## config.mk

```make
export PLATFORM = sky130hd
export DESIGN_NAME = swap_ctrl
export DESIGN_NICKNAME = d
export VERILOG_FILES = /design/src/design/swap_pkg.sv /design/src/design/swap_ctrl.sv
export SDC_FILE = /design/constraint.sdc
export NUM_CORES = 1
export LEC_CHECK = 0
export BUFFER_PORTS_ARGS = -buffer_cell sky130_fd_sc_hd__buf_2
export CAP_MARGIN = 0
export CORE_AREA = 5 5 42 44
export DETAILED_ROUTE_END_ITERATION = 12
export DIE_AREA = 0 0 47 49
export PLACE_DENSITY = 0.39
export SLEW_MARGIN = 20
export SYNTH_ARGS = -nofsm -noshare
export SYNTH_HDL_FRONTEND = slang
export SYNTH_SLANG_ARGS = --single-unit
```

## constraint.sdc

```tcl
create_clock -name clk -period 1.8 [get_ports clk]
set_input_delay 0.18 -clock clk [delete_from_list [all_inputs] [get_ports clk]]
set_output_delay 0.18 -clock clk [all_outputs]
set_load 0.02 [all_outputs]
```

## src/design/swap_pkg.sv

```systemverilog
`timescale 1ns / 1ps
// shared constants, register indexes and command type for the sliding window power block
package swap_pkg;

    // sizing
    localparam int WINDOW_MAX  = 1024;
    localparam int SAMPLE_BITS = 16;
    localparam int SLOT_W      = $clog2(WINDOW_MAX);
    localparam int CNT_W       = SLOT_W + 1;
    localparam int PROD_W      = 2 * SAMPLE_BITS;
    localparam int SUM_W       = PROD_W + SLOT_W;

    // configuration registers
    localparam int LEN_W     = 11;
    localparam int INV_W     = 25;
    localparam int CFG_W     = 25;
    localparam int CFG_IDX_W = 1;
    localparam int CMP_W     = (CNT_W > LEN_W) ? CNT_W : LEN_W;

    localparam logic [LEN_W-1:0] WIN_RESET = LEN_W'(256);
    localparam logic [INV_W-1:0] INV_RESET = INV_W'(65536);

    localparam logic [CFG_IDX_W-1:0] REG_WINDOW_LENGTH = 1'b0;
    localparam logic [CFG_IDX_W-1:0] REG_INV_WINDOW    = 1'b1;

    // scaling: the sum is split into a low unsigned half and a high signed half
    localparam int FRAC_W = 24;
    localparam int OUT_W  = 32;
    localparam int LO_W   = SUM_W / 2;
    localparam int HI_W   = SUM_W - LO_W;
    localparam int MA_W   = INV_W + 1;
    localparam int MB_W   = HI_W + 1;
    localparam int MUL_W  = MA_W + MB_W;
    localparam int TOT_W  = MUL_W + LO_W;

    typedef struct packed {
        logic accept;    // take the request, form the product, read the ring
        logic acc;       // write the ring, update sum and counters
        logic mul_lo;    // low half of sum times reciprocal
        logic mul_hi;    // high half of sum times reciprocal
        logic load_out;  // combine, saturate, load result register
    } dp_cmd_t;

endpackage

```

## src/design/swap_ctrl.sv

```systemverilog
`timescale 1ns / 1ps
// controller: sequences one request through the datapath and owns both handshakes
module swap_ctrl
    import swap_pkg::*;
(
    input  logic    clk,
    input  logic    rst_n,
    input  logic    in_valid,
    output logic    in_ready,
    output logic    out_valid,
    input  logic    out_ready,
    output dp_cmd_t cmd
);

    localparam logic [2:0] ST_IDLE = 3'd0;
    localparam logic [2:0] ST_ACC  = 3'd1;
    localparam logic [2:0] ST_MLO  = 3'd2;
    localparam logic [2:0] ST_MHI  = 3'd3;
    localparam logic [2:0] ST_OUT  = 3'd4;

    logic [2:0] state_reg;
    logic [2:0] state_next;
    logic       out_valid_reg;
    logic       out_valid_next;
    logic       out_free;

    assign in_ready  = (state_reg == ST_IDLE);
    assign out_valid = out_valid_reg;
    assign out_free  = !out_valid_reg || out_ready;

    always_comb
    begin
        state_next   = state_reg;
        cmd          = '0;
        cmd.accept   = in_valid && (state_reg == ST_IDLE);
        cmd.acc      = (state_reg == ST_ACC);
        cmd.mul_lo   = (state_reg == ST_MLO);
        cmd.mul_hi   = (state_reg == ST_MHI);
        cmd.load_out = (state_reg == ST_OUT) && out_free;
        unique case (state_reg)
            ST_IDLE:
            begin
                if (in_valid)
                begin
                    state_next = ST_ACC;
                end
            end
            ST_ACC:  state_next = ST_MLO;
            ST_MLO:  state_next = ST_MHI;
            ST_MHI:  state_next = ST_OUT;
            ST_OUT:
            begin
                if (out_free)
                begin
                    state_next = ST_IDLE;
                end
            end
            default: state_next = ST_IDLE;
        endcase
    end

    always_comb
    begin
        priority if (cmd.load_out)
        begin
            out_valid_next = 1'b1;
        end
        else if (out_ready)
        begin
            out_valid_next = 1'b0;
        end
        else
        begin
            out_valid_next = out_valid_reg;
        end
    end

    always_ff @(posedge clk or negedge rst_n)
    begin
        if (!rst_n)
        begin
            state_reg     <= ST_IDLE;
            out_valid_reg <= 1'b0;
        end
        else
        begin
            state_reg     <= state_next;
            out_valid_reg <= out_valid_next;
        end
    end

endmodule

```

==> After elaboration in Yosys (flattened, before gate mapping) <==
Index checks and enable logic that the tools add are counted.
{ "word_totals": {"memories": 0, "ramBits": 0, "latch_bits": 0, "regBits": 4, "out_inout_bits": 7, "mem_bits_ro": 0, "inputBits": 4, "wordCells": 20} }
{ "classes": {"muxes": 5, "n_div": 0, "n_eq_ne": 6, "shift": 0, "n_addsub": 0, "n_mul": 0, "order_cmp": 0, "bitwise": 0, "n_reduce_logical": 7} }
{ "op_table": {"columns": ["op", "n"], "rows": [
  ["$pmux W3 S5", 1],
  ["$eq A3 B2 Y1 const B", 2],
  ["$mux W3", 2],
  ["$ne A2 B2 Y1 const B", 2],
  ["$eq A3 B1 Y1 const B", 1],
  ["$eq A3 B3 Y1 const B", 1],
  ["$logic_not A3 Y1", 1],
  ["$logic_and A1 B1 Y1", 2],
  ["$mux W1", 2],
  ["$reduce_and A2 Y1", 1],
  ["$reduce_bool A2 Y1", 1],
  ["$logic_not A1 Y1", 1],
  ["$logic_or A1 B1 Y1", 1]
]} }

==> Logic depth before layout (Yosys ltp) <==
Gate-level depths: netlist (run 1).
{ "depth": {"word_depth": 4, "depth_mapped": 3, "depth_no_buf": 2} }

==> Least setup slack after synthesis (run 1) <==
No wires, ideal clock.
{ "synth_path": {"path_kind": "register -> output", "start": "reg state_reg[1]", "end": "out cmd[4] (netlist bit)", "stages_incl_launch_ff": 3, "arrival_ns": 1.301, "path_buffers": 0, "path_slack_ns": 0.319, "t_required_ns": 1.620, "path_cell_list": "dfrtp_1 nor3_1 and2_1"} }
{ "synth_rtl": {"columns": ["element", "line", "rtl"], "rows": [
  ["start, declared", "swap_ctrl.sv:21", "logic [2:0] state_reg;"],
  ["start signal, assigned", "swap_ctrl.sv:87", "state_reg <= state_next;"],
  ["end, declared", "swap_ctrl.sv:12", "output dp_cmd_t cmd"]
]} }

==> results.md, run 1 <==
- Status: finished clean
- Count of TritonRoute iterations in the first routing pass: 2
- Port bufs: 10
- Gates resized, CTS repair: 0
- Worst IR Drop VDD: 0.880 mV
- Combined buffer and inverter count along the critical path: 1
- Fraction of final layout cells sized beyond drive strength 1: 0.500
- Synthesized Nets: 24
- Nature of the critical path endpoint: output pin
- Clock Latency Late Sink: 0.24 ns
- Number of global-route vias before repair: 223
- TritonCTS clock tree: done
- Post-CTS Setup Repair Bufs: 0
- Internal reg-to-reg setup slack: 0.74 ns
- Synth-to-layout area growth: 41.2%
- Most repeated cell in the gate-level netlist after synthesis: sky130_fd_sc_hd__dfrtp_1
- Top cell types by occurrence after synthesis: 4 x sky130_fd_sc_hd__dfrtp_1, 2 x sky130_fd_sc_hd__buf_4, 2 x sky130_fd_sc_hd__nor2_1, 2 x sky130_fd_sc_hd__nor3_1, 2 x sky130_fd_sc_hd__nor3b_1
- Number of different library cells in the post-synthesis netlist: 13
- Cell types occupying the most area after synthesis: sky130_fd_sc_hd__dfrtp_1 47%, sky130_fd_sc_hd__buf_4 7.1%, sky130_fd_sc_hd__nor3b_1 7.1%
- Global-route wire length before repair: 848 um
- Gr ovfl total: 0
- CTS clk-pin slew, worst paths: 0.04 ns
- Post-synth ARST share: 1.00
- Leakage power of the design: 0.000160 uW
- Unrepaired setup endpoints after global routing: false
- Setup_tns: 0 ns
- Type of the most critical hold path: in2reg
- Maximum capacitance violations: 0
- Final setup skew: 0.000786 ns
- H-tree lvl count: 1
- Number of buffers inserted during clock tree synthesis: 3
- Post-route DRC violation count: 0
- Per-cell via count in the routed design: 3.79
- Register area share after synthesis: 0.471
- Cell chain of the critical path: or3b_4 -> nor2b_2 -> buf_2
- Top-area cell type share of the netlist area: 0.471
- Launch point of the worst reg-to-reg path: state_reg[1]
- Placement Rows: 14
- Post-DP HPWL: 360 um
- Synthesized area divided by synthesized cell count: 10.6 sq um
- Crit path time final: 1.55 ns
- Global placer's final weighted congestion: 0.670
- Transition time at the pin with the least slew margin: 0.202 ns
- Worst Hold Launch: in_valid
- Area of the die: 0.00230 sq mm
- Total number of nets in the final design: 38
- Power per standard cell area: 1990 mW/mm^2
- Crit Reg-Reg Endpoint: state_reg[2]
- Top layer reached by signal wires: met3
- Endpoints failing hold: 0
- Netlist area before placement: 213 sq um
- Main synth FF type: sky130_fd_sc_hd__dfrtp_1
- Mean routed wirelength per cell: 9.54 um
- Instance count of the mapped netlist: 20
- Placed Cells incl. Taps: 44
- Vertical extent of the die: 49 um
- CTS Sinks: 4
- #FFs+latches synth: 4
- Rel. slew slack: 0.864
- Final setup violation count: 0
- Fmax: 645 MHz
- Category of cells accounting for the largest share of critical-path delay: simple AND/OR/NAND/NOR gates
- Clock Tree Buf Depth: 2
- Type of the worst setup path: reg2out
- Startpoint types: flop
- All-Layer GR Usage: 0.0544
- Share of the clock period used by the worst path after layout: 0.862
- Yosys warning total: 0
- Yosys top cell by area: sky130_fd_sc_hd__dfrtp_1
- Number of enable flip-flop cells after synthesis: 0
- Diode insertion count for antenna repair: 0
- Critical-path top delay cell: sky130_fd_sc_hd__or3b_4
- Post-route met1 wirelength: 226 um
- Antenna violation net count after detailed routing: 0
- Clk root buf: sky130_fd_sc_hd__clkbuf_4
- Detailed-routed wire length on met2: 146 um
- Number of antenna violations at the first check in global routing: 0
- Count of hold buffers inserted by post-cts repair: 1
- Terminating pin of the worst hold path: state_reg[0]
- Placeable Area: 0.00140 sq mm
- Max-slew violations: 0
- Fill cell count: 163
- Top Ports: 11
- DRC marker count from the first detailed-route iteration: 2
- Hold Path Depth: 3
- Pin count of the biggest net entering global routing: 8
- Worst reg-to-reg path cell count: 2
- Total via count after detailed routing: 182
- Initial cell density of the core: 0.152
- Maximum net fanout on the critical path: 7
- Fin cells: 48
- X dimension of the die: 47 um
- Largest stage delay, worst path: 0.44 ns
- Total met3 wirelength after detailed routing: 85 um
- Number of flip-flops in the largest register: 3
- Worst endpoint required time: 1.62 ns
- Signal arrival time at the worst endpoint: 1.37 ns
- Wire length reported by the detailed router: 458 um
==> placed cells by master, fill, tap and decap left out <==
cell type                        n
sky130_fd_sc_hd__buf_2          10
sky130_fd_sc_hd__dfrtp_1         4
sky130_fd_sc_hd__clkbuf_4        3
sky130_fd_sc_hd__nor3b_1         2
sky130_fd_sc_hd__nor3_1          2
sky130_fd_sc_hd__nor2_1          2
sky130_fd_sc_hd__and3b_1         1
sky130_fd_sc_hd__or3b_4          1
sky130_fd_sc_hd__nand2b_1        1
sky130_fd_sc_hd__nor2b_2         1
sky130_fd_sc_hd__and2_1          1
sky130_fd_sc_hd__o21bai_2        1
sky130_fd_sc_hd__nand2_1         1
sky130_fd_sc_hd__xnor2_1         1
sky130_fd_sc_hd__dlygate4sd3_1   1
==> power breakdown <==
group	leakage [uW]	internal, uW	total [uW]	switching, uW
logic	0.0000944	127	292	165
registers	0.0000513	133	193	59.8
clock network	0.0000138	74.6	112	37.5
==> routing by layer <==
layer,global-route usage,vias to the layer above
met1,0.0578,78
li1,-,89
met4,0.0138,0
met2,0.0656,15
met5,0,-
met3,0.0701,0
==> cells by family (layout without fill, tap and decap cells) <==
| logic type | count (synthesis) | after routing | synth area share |
|---|---|---|---|
| simple gates | 12 | 12 | 0.365 |
| flops | 4 | 4 | 0.471 |
| buf+inv | 2 | 14 | 0.0706 |
| compound gates | 1 | 1 | 0.0529 |
| xor+xnor | 1 | 1 | 0.0412 |
==> worst register-to-register path, delay by kind of cell (launching register included) <==
family | cells | cell delay [ns]
AND/OR/NAND/NOR | 1 | 0.44
flip-flops | 1 | 0.43
AO/OA/AOI/OAI | 1 | 0.11
==> how the worst max path moves through the flow <==
stage / from / to / cells after the start
after floorplan: state_reg[1] / cmd[4] / 2
after global placement: state_reg[1] / cmd[0] / 3
after detailed placement: state_reg[1] / cmd[0] / 3
after CTS: state_reg[1] / cmd[0] / 3
after global routing: state_reg[1] / cmd[0] / 3
final: state_reg[1] / cmd[0] / 3
==> per-stage QoR <==
| step | setup slack [ns] | utilization | total power [uW] | cell area (sq um) | hold WS [ns] |
|---|---|---|---|---|---|
| finish | 0.249 | 0.214 | 597 | 300 | 0.211 |
| global route | 0.156 | 0.214 | 654 | 300 | 0.259 |
| CTS | 0.234 | 0.214 | 609 | 300 | 0.205 |
| detailed placement | 0.494 | 0.191 | 485 | 268 | -0.00920 |
| global placement | 0.505 | 0.191 | 476 | 268 | -0.0150 |
| floorplan | 0.319 | - | 410 | 213 | -0.116 |
==> layout make-up <==
type                       instances  area, sq um  share of cell area
tap                               16         20.0              0.0667
clock buffer                       3         22.5              0.0750
sequential                         4          100               0.333
multi-input combinational         14         97.6               0.325
timing repair buffer              11         60.1               0.200
No activity file was read; power rests on OpenSTA's default activity.
==> run 2: changes to the inputs <==
--- a/config.mk
+++ b/config.mk
@@ -11,6 +11,7 @@
 export DETAILED_ROUTE_END_ITERATION = 12
 export DIE_AREA = 0 0 47 49
 export PLACE_DENSITY = 0.39
+export REMOVE_ABC_BUFFERS = 1
 export SLEW_MARGIN = 20
 export SYNTH_ARGS = -nofsm -noshare
 export SYNTH_HDL_FRONTEND = slang
==> run 2 against run 1 <==
Sequential share of layout area is the same. Hold slack gained 0.010 ns. Cell count is the same. Combinational power is essentially flat. Register-to-register slack is essentially flat. Sequential cell count is the same.
==> results.md, run 2 (synthesized netlist as in run 1, its figures left out) <==
- Status: finished clean (unchanged)
- Area of the multi-input gates: 97.6 sq um (unchanged)
- Worst IR Drop VDD: 0.692 mV (was 0.880 mV)
- DRC marker count from the first detailed-route iteration: 0 (was 2)
- Gr ovfl total: 0 (unchanged)
- Fill cell count: 169 (was 163)
- Worst reg-to-reg path cell count: 2 (unchanged)
- Top Ports: 11 (unchanged)
- Most common library cell in the layout ignoring fill and taps: sky130_fd_sc_hd__buf_2 (unchanged)
- All-Layer GR Usage: 0.0601 (was 0.0544)
- Share of the clock period used by the worst path after layout: 0.866 (was 0.862)
- Startpoint types: flop (unchanged)
- Crit path time final: 1.56 ns (was 1.55 ns)
- Clk root buf: sky130_fd_sc_hd__clkbuf_4 (unchanged)
- Launch point of the worst reg-to-reg path: state_reg[1] (unchanged)
- CP Launch Point: state_reg[1] (unchanged)
- Gates resized, CTS repair: 0 (unchanged)
- Global-route wire length before repair: 890 um (was 848 um)
- Crit Reg-Reg Endpoint: state_reg[2] (unchanged)
- Placement Rows: 14 (unchanged)
- Pin count of the biggest net entering global routing: 8 (unchanged)
- Signal arrival time at the worst endpoint: 1.38 ns (was 1.37 ns)
- Nature of the critical path endpoint: output pin (unchanged)
- Max-slew violations: 0 (unchanged)
- CTS Sinks: 4 (unchanged)
- Unrepaired setup endpoints after global routing: false (unchanged)
- Sequential cell area: 100 sq um (unchanged)
- Vertical extent of the die: 49 um (unchanged)
- Clock Latency Late Sink: 0.23 ns (was 0.24 ns)
- Total met3 wirelength after detailed routing: 91 um (was 85 um)
- Global placer's final weighted congestion: 0.681 (was 0.670)
- Worst setup endpoint: cmd[0] (unchanged)
- Transition time at the pin with the least slew margin: 0.215 ns (was 0.202 ns)
- Post-route DRC violation count: 0 (unchanged)
- Post-route met1 wirelength: 231 um (was 226 um)
- Maximum net fanout on the critical path: 7 (unchanged)
- Synth-to-layout area growth: 41.2% (unchanged)
- Fraction of final layout cells sized beyond drive strength 1: 0.500 (unchanged)
- Maximum capacitance violations: 0 (unchanged)
- Port bufs: 10 (unchanged)
- CTS clk-pin slew, worst paths: 0.03 ns (was 0.04 ns)
- Utilization after layout: 0.214 (unchanged)
- Final setup skew: 0.00388 ns (was 0.000786 ns)
- Fmax: 641 MHz (was 645 MHz)
- Power per standard cell area: 1980 mW/mm^2 (was 1990 mW/mm^2)
- Total via count after detailed routing: 189 (was 182)
- Top layer reached by signal wires: met3 (unchanged)
- Diode insertion count for antenna repair: 0 (unchanged)
- Type of the worst setup path: reg2out (unchanged)
- Number of global-route vias before repair: 213 (was 223)
- Area of the die: 0.00230 sq mm (unchanged)
- Clock Tree Buf Depth: 2 (unchanged)
- Initial cell density of the core: 0.152 (unchanged)
- Antenna violation net count after detailed routing: 0 (unchanged)
- Leakage power of the design: 0.000160 uW (unchanged)
- Wire length reported by the detailed router: 501 um (was 458 um)
- Endpoints failing hold: 0 (unchanged)
- Internal reg-to-reg setup slack: 0.74 ns (about the same)
- Mean routed wirelength per cell: 10.4 um (was 9.54 um)
- Commonest cells after routing, fill and taps aside: 10 x sky130_fd_sc_hd__buf_2, 4 x sky130_fd_sc_hd__dfrtp_1, 3 x sky130_fd_sc_hd__clkbuf_4 (unchanged)
- H-tree lvl count: 1 (unchanged)
- X dimension of the die: 47 um (unchanged)
- Type of the most critical hold path: in2reg (unchanged)
- Number of antenna violations at the first check in global routing: 0 (unchanged)
- Detailed-routed wire length on met2: 178 um (was 146 um)
- Number of flip-flops in the largest register: 3 (unchanged)
- Number of buffers inserted during clock tree synthesis: 3 (unchanged)
- Worst endpoint required time: 1.62 ns (about the same)
- Rel. slew slack: 0.857 (was 0.864)
- TritonCTS clock tree: done (unchanged)
- Setup_tns: 0 ns (unchanged)
- Post-CTS Setup Repair Bufs: 0 (unchanged)
- Placeable Area: 0.00140 sq mm (unchanged)
- Total number of nets in the final design: 38 (unchanged)
- Per-cell via count in the routed design: 3.94 (was 3.79)
- Count of TritonRoute iterations in the first routing pass: 1 (was 2)
- Final setup violation count: 0 (unchanged)
-- run 2: cell counts in the layout (fill, tap and decap cells not counted) --
No cell type changed its count.
-- run 2: critical path: stages, from the launching register on --
cell                      delay (ns)
sky130_fd_sc_hd__dfrtp_1        0.44
sky130_fd_sc_hd__or3b_4         0.45
sky130_fd_sc_hd__nor2b_2        0.11
sky130_fd_sc_hd__buf_2          0.16
-- run 2: timing repair --
item                                    CTS  global route
hold endpoints to repair                  4             0
hold buffers                              1             0
endpoints found under the setup margin    0             0
-- run 2: final cells by class --
class | count | area share
multi-input combinational | 14 | 0.325
timing repair buffer | 11 | 0.200
clock buffer | 3 | 0.0750
sequential | 4 | 0.333
tap | 16 | 0.0667
-- run 2: metrics by stage --
stage                     std cells  setup WS (ns)  instance area (sq um)  power, uW  hold slack (ns)
after detailed placement         44          0.480                    268        487          -0.0106
after floorplan                  18          0.319                    198        390           -0.116
after global routing             48          0.162                    300        658            0.240
after CTS                        48          0.217                    300        610            0.214
final                            48          0.241                    300        595            0.221
after global placement           44          0.502                    268        477          -0.0150
-- run 2: how the worst min path moves through the flow --
stage              from  depth (start not counted)  slack [ns]      endpoint
2_1_floorplan     rst_n                          0       -0.12     out_valid
6_report       in_valid                          3        0.22  state_reg[0]
5_1_grt        in_valid                          3        0.24  state_reg[0]
3_3_place_gp      rst_n                          1       -0.02     out_valid
4_1_cts        in_valid                          3        0.21  state_reg[0]
3_5_place_dp      rst_n                          1       -0.01     out_valid
-- run 2: metal layers --
metal	global-route usage	vias to the layer above
met1	0.0624	84
met2	0.0724	13
met3	0.0701	0
li1	-	92
met5	0	-
met4	0.0276	0
-- run 2: report_power, final --
group | internal, uW | switching [uW]
Clock | 74.5 | 36.0
Sequential | 133 | 62.0
Combinational | 127 | 162
==> run 3: changes to the inputs <==
--- a/config.mk
+++ b/config.mk
@@ -5,8 +5,9 @@
 export SDC_FILE = /design/constraint.sdc
 export NUM_CORES = 1
 export LEC_CHECK = 0
+export ABC_AREA = 1
 export BUFFER_PORTS_ARGS = -buffer_cell sky130_fd_sc_hd__buf_2
-export CAP_MARGIN = 0
+export CAP_MARGIN = 15
 export CORE_AREA = 5 5 42 44
 export DETAILED_ROUTE_END_ITERATION = 12
 export DIE_AREA = 0 0 47 49
==> run 3 against run 2 <==
Die area unchanged. First-iteration DRC count up 1. Synthesized cell count up 40%. Global-route usage down 0.71 points. Largest power group unchanged.
==> results.md, run 3 <==
- Rel. slew slack: 0.885 (was 0.857)
- Worst endpoint required time: 1.62 ns (about the same)
- Final setup violation count: 0 (unchanged)
- DRC marker count from the first detailed-route iteration: 1 (was 0)
- #FFs+latches synth: 4 (unchanged)
- Synth-to-layout area growth: 40.7% (was 41.2%)
- Top cell types by occurrence after synthesis: 7 x sky130_fd_sc_hd__inv_1, 4 x sky130_fd_sc_hd__dfrtp_1, 3 x sky130_fd_sc_hd__nand2_1, 3 x sky130_fd_sc_hd__nand3_1, 3 x sky130_fd_sc_hd__nor2_1 (was 4 x sky130_fd_sc_hd__dfrtp_1, 2 x sky130_fd_sc_hd__buf_4, 2 x sky130_fd_sc_hd__nor2_1, 2 x sky130_fd_sc_hd__nor3_1, 2 x sky130_fd_sc_hd__nor3b_1)
- Wire length reported by the detailed router: 446 um (was 501 um)
- Leakage power of the design: 0.000188 uW (was 0.000160 uW)
- All-Layer GR Usage: 0.0530 (was 0.0601)
- Maximum capacitance violations: 0 (unchanged)
- Fmax: 765 MHz (was 641 MHz)
- Area of the die: 0.00230 sq mm (unchanged)
- Nature of the critical path endpoint: output pin (unchanged)
- Status: finished clean (unchanged)
- Type of the most critical hold path: in2reg (unchanged)
- X dimension of the die: 47 um (unchanged)
- Diode insertion count for antenna repair: 0 (unchanged)
- Yosys top cell by area: sky130_fd_sc_hd__dfrtp_1 (unchanged)
- CTS Sinks: 4 (unchanged)
- TritonCTS clock tree: done (unchanged)
- Share of the clock period used by the worst path after layout: 0.726 (was 0.866)
- Instance count of the mapped netlist: 28 (was 20)
- Number of different library cells in the post-synthesis netlist: 11 (was 13)
- Vertical extent of the die: 49 um (unchanged)
- Global placer's final weighted congestion: 0.643 (was 0.681)
- Placement Rows: 14 (unchanged)
- H-tree lvl count: 1 (unchanged)
- Number of flip-flops in the largest register: 3 (unchanged)
- Antenna violation net count after detailed routing: 0 (unchanged)
- Endpoints failing hold: 0 (unchanged)
- Number of antenna violations at the first check in global routing: 0 (unchanged)
- Unrepaired setup endpoints after global routing: false (unchanged)
- Count of TritonRoute iterations in the first routing pass: 2 (was 1)
- Placeable Area: 0.00140 sq mm (unchanged)
- Cell types occupying the most area after synthesis: sky130_fd_sc_hd__dfrtp_1 47%, sky130_fd_sc_hd__inv_1 12%, sky130_fd_sc_hd__nand3_1 7.0% (was sky130_fd_sc_hd__dfrtp_1 47%, sky130_fd_sc_hd__buf_4 7.1%, sky130_fd_sc_hd__nor3b_1 7.1%)
- Post-layout worst setup margin: 0.493 ns (was 0.241 ns)
- Main synth FF type: sky130_fd_sc_hd__dfrtp_1 (unchanged)
- Mean routed wirelength per cell: 7.96 um (was 10.4 um)
- Final setup skew: 0.00365 ns (was 0.00388 ns)
- Clock Latency Late Sink: 0.23 ns (about the same)
- Setup_tns: 0 ns (unchanged)
- Post-CTS Setup Repair Bufs: 0 (unchanged)
- Crit path time final: 1.31 ns (was 1.56 ns)
- Commonest cells after routing, fill and taps aside: 10 x sky130_fd_sc_hd__buf_2, 7 x sky130_fd_sc_hd__inv_1, 4 x sky130_fd_sc_hd__dfrtp_1 (was 10 x sky130_fd_sc_hd__buf_2, 4 x sky130_fd_sc_hd__dfrtp_1, 3 x sky130_fd_sc_hd__clkbuf_4)
- Startpoint types: flop (unchanged)
- Number of buffers inserted during clock tree synthesis: 3 (unchanged)
- Gr ovfl total: 0 (unchanged)
- Initial cell density of the core: 0.154 (was 0.152)
- Yosys warning total: 0 (unchanged)
- Total via count after detailed routing: 204 (was 189)
- Max-slew violations: 0 (unchanged)
- Maximum net fanout on the critical path: 5 (was 7)
- Synthesized area divided by synthesized cell count: 7.69 sq um (was 10.6 sq um)
- Number of global-route vias before repair: 209 (was 213)
- Post-DP HPWL: 382 um
- Clock Tree Buf Depth: 2 (unchanged)
- CTS clk-pin slew, worst paths: 0.04 ns (was 0.03 ns)
- Per-cell via count in the routed design: 3.64 (was 3.94)
- Clk root buf: sky130_fd_sc_hd__clkbuf_4 (unchanged)
- Setup Slack @ Placement: 0.727 ns (was 0.480 ns)
- Most common library cell in the layout ignoring fill and taps: sky130_fd_sc_hd__buf_2 (unchanged)
- Final Power: 581 uW (was 595 uW)
- Post-route DRC violation count: 0 (unchanged)
- Most repeated cell in the gate-level netlist after synthesis: sky130_fd_sc_hd__inv_1 (was sky130_fd_sc_hd__dfrtp_1)
- Register area share after synthesis: 0.465 (was 0.471)
- Worst IR Drop VDD: 0.304 mV (was 0.692 mV)
- Power per standard cell area: 1920 mW/mm^2 (was 1980 mW/mm^2)
- Pin count of the biggest net entering global routing: 6 (was 8)
- Type of the worst setup path: reg2out (unchanged)
- Global-route wire length before repair: 786 um (was 890 um)
- Transition time at the pin with the least slew margin: 0.172 ns (was 0.215 ns)
- Fraction of final layout cells sized beyond drive strength 1: 0.375 (was 0.500)
- Port bufs: 10 (unchanged)
- Netlist area before placement: 215 sq um (was 213 sq um)
- Signal arrival time at the worst endpoint: 1.13 ns (was 1.38 ns)
- Total number of nets in the final design: 46 (was 38)
- Top-area cell type share of the netlist area: 0.465 (was 0.471)
- Number of enable flip-flop cells after synthesis: 0 (unchanged)
- Top Ports: 11 (unchanged)
- Post-synth ARST share: 1.00 (unchanged)
==> run 3: changes by cell type after synthesis, sizes merged, moves of 2 or more <==
cell,delta
nor3b,-2
o21ai,+2
nor2,+3
inv,+7
nor3,-2
nand3,+3
nand2,+2
==> run 3: layout make-up <==
class	instances	area (sq um)
multi-input combinational	15	73.8
fill	179	1100
inverter	7	26.3
tap	16	20.0
clock buffer	3	22.5
timing repair buffer	11	60.1
sequential	4	100
==> run 3: cells by family (layout without fill, tap and decap cells) <==
kind of cell | after synthesis | in the layout | share of synthesized area
and+or+nand+nor | 12 | 12 | 0.262
buffers and inverters | 9 | 21 | 0.192
DFF | 4 | 4 | 0.465
AOI/OAI and AO/OA | 3 | 3 | 0.0814
==> run 3: stage by stage <==
stage	cells	area (sq um)	hold slack, ns	util
2_1_floorplan	26	200	-0.116	-
3_3_place_gp	52	270	-0.0100	0.193
3_5_place_dp	52	270	-0.00989	0.193
4_1_cts	56	303	0.172	0.216
5_1_grt	56	303	0.216	0.216
6_report	56	303	0.170	0.216
==> run 3: final timing paths <==
kind	startpoint	to	slack (ns)	cells past startpoint
hold / removal	out_ready	out_valid	0.17	2
max in group asynchronous	rst_n	out_valid	1.40	2
min in group asynchronous	rst_n	state_reg[1]	0.28	2
setup reg to reg	state_reg[1]	out_valid	0.96	3
hold reg to reg	state_reg[2]	state_reg[2]	0.53	2
setup / recovery	state_reg[1]	cmd[0]	0.49	4
==> run 3: repair_timing <==
item                                   4_1_cts  5_1_grt
hold buffers                                 1        0
resized for setup                            0        0
endpoints found under the hold margin        4        0
setup endpoints to repair                    0        0
==> run 3: layer usage <==
layer	vias to the layer above	track usage	part of all wire
met1	91	0.0511	0.35
met4	0	0.0691	0
met2	4	0.0701	0.56
met3	0	0.0221	0.092
li1	109	-	-
met5	-	0	0
==> run 3: critical path, cell delays in order (launching register included) <==
cell	delay (ns)
sky130_fd_sc_hd__dfrtp_1	0.42
sky130_fd_sc_hd__nor2_2	0.16
sky130_fd_sc_hd__nand2_1	0.09
sky130_fd_sc_hd__nor2_2	0.07
sky130_fd_sc_hd__buf_2	0.16
==> run 3: power by group <==
group | total [uW] | switching, uW | internal, uW
Clock | 107 | 32.9 | 74.3
Sequential | 167 | 36.2 | 131
Combinational | 307 | 205 | 102
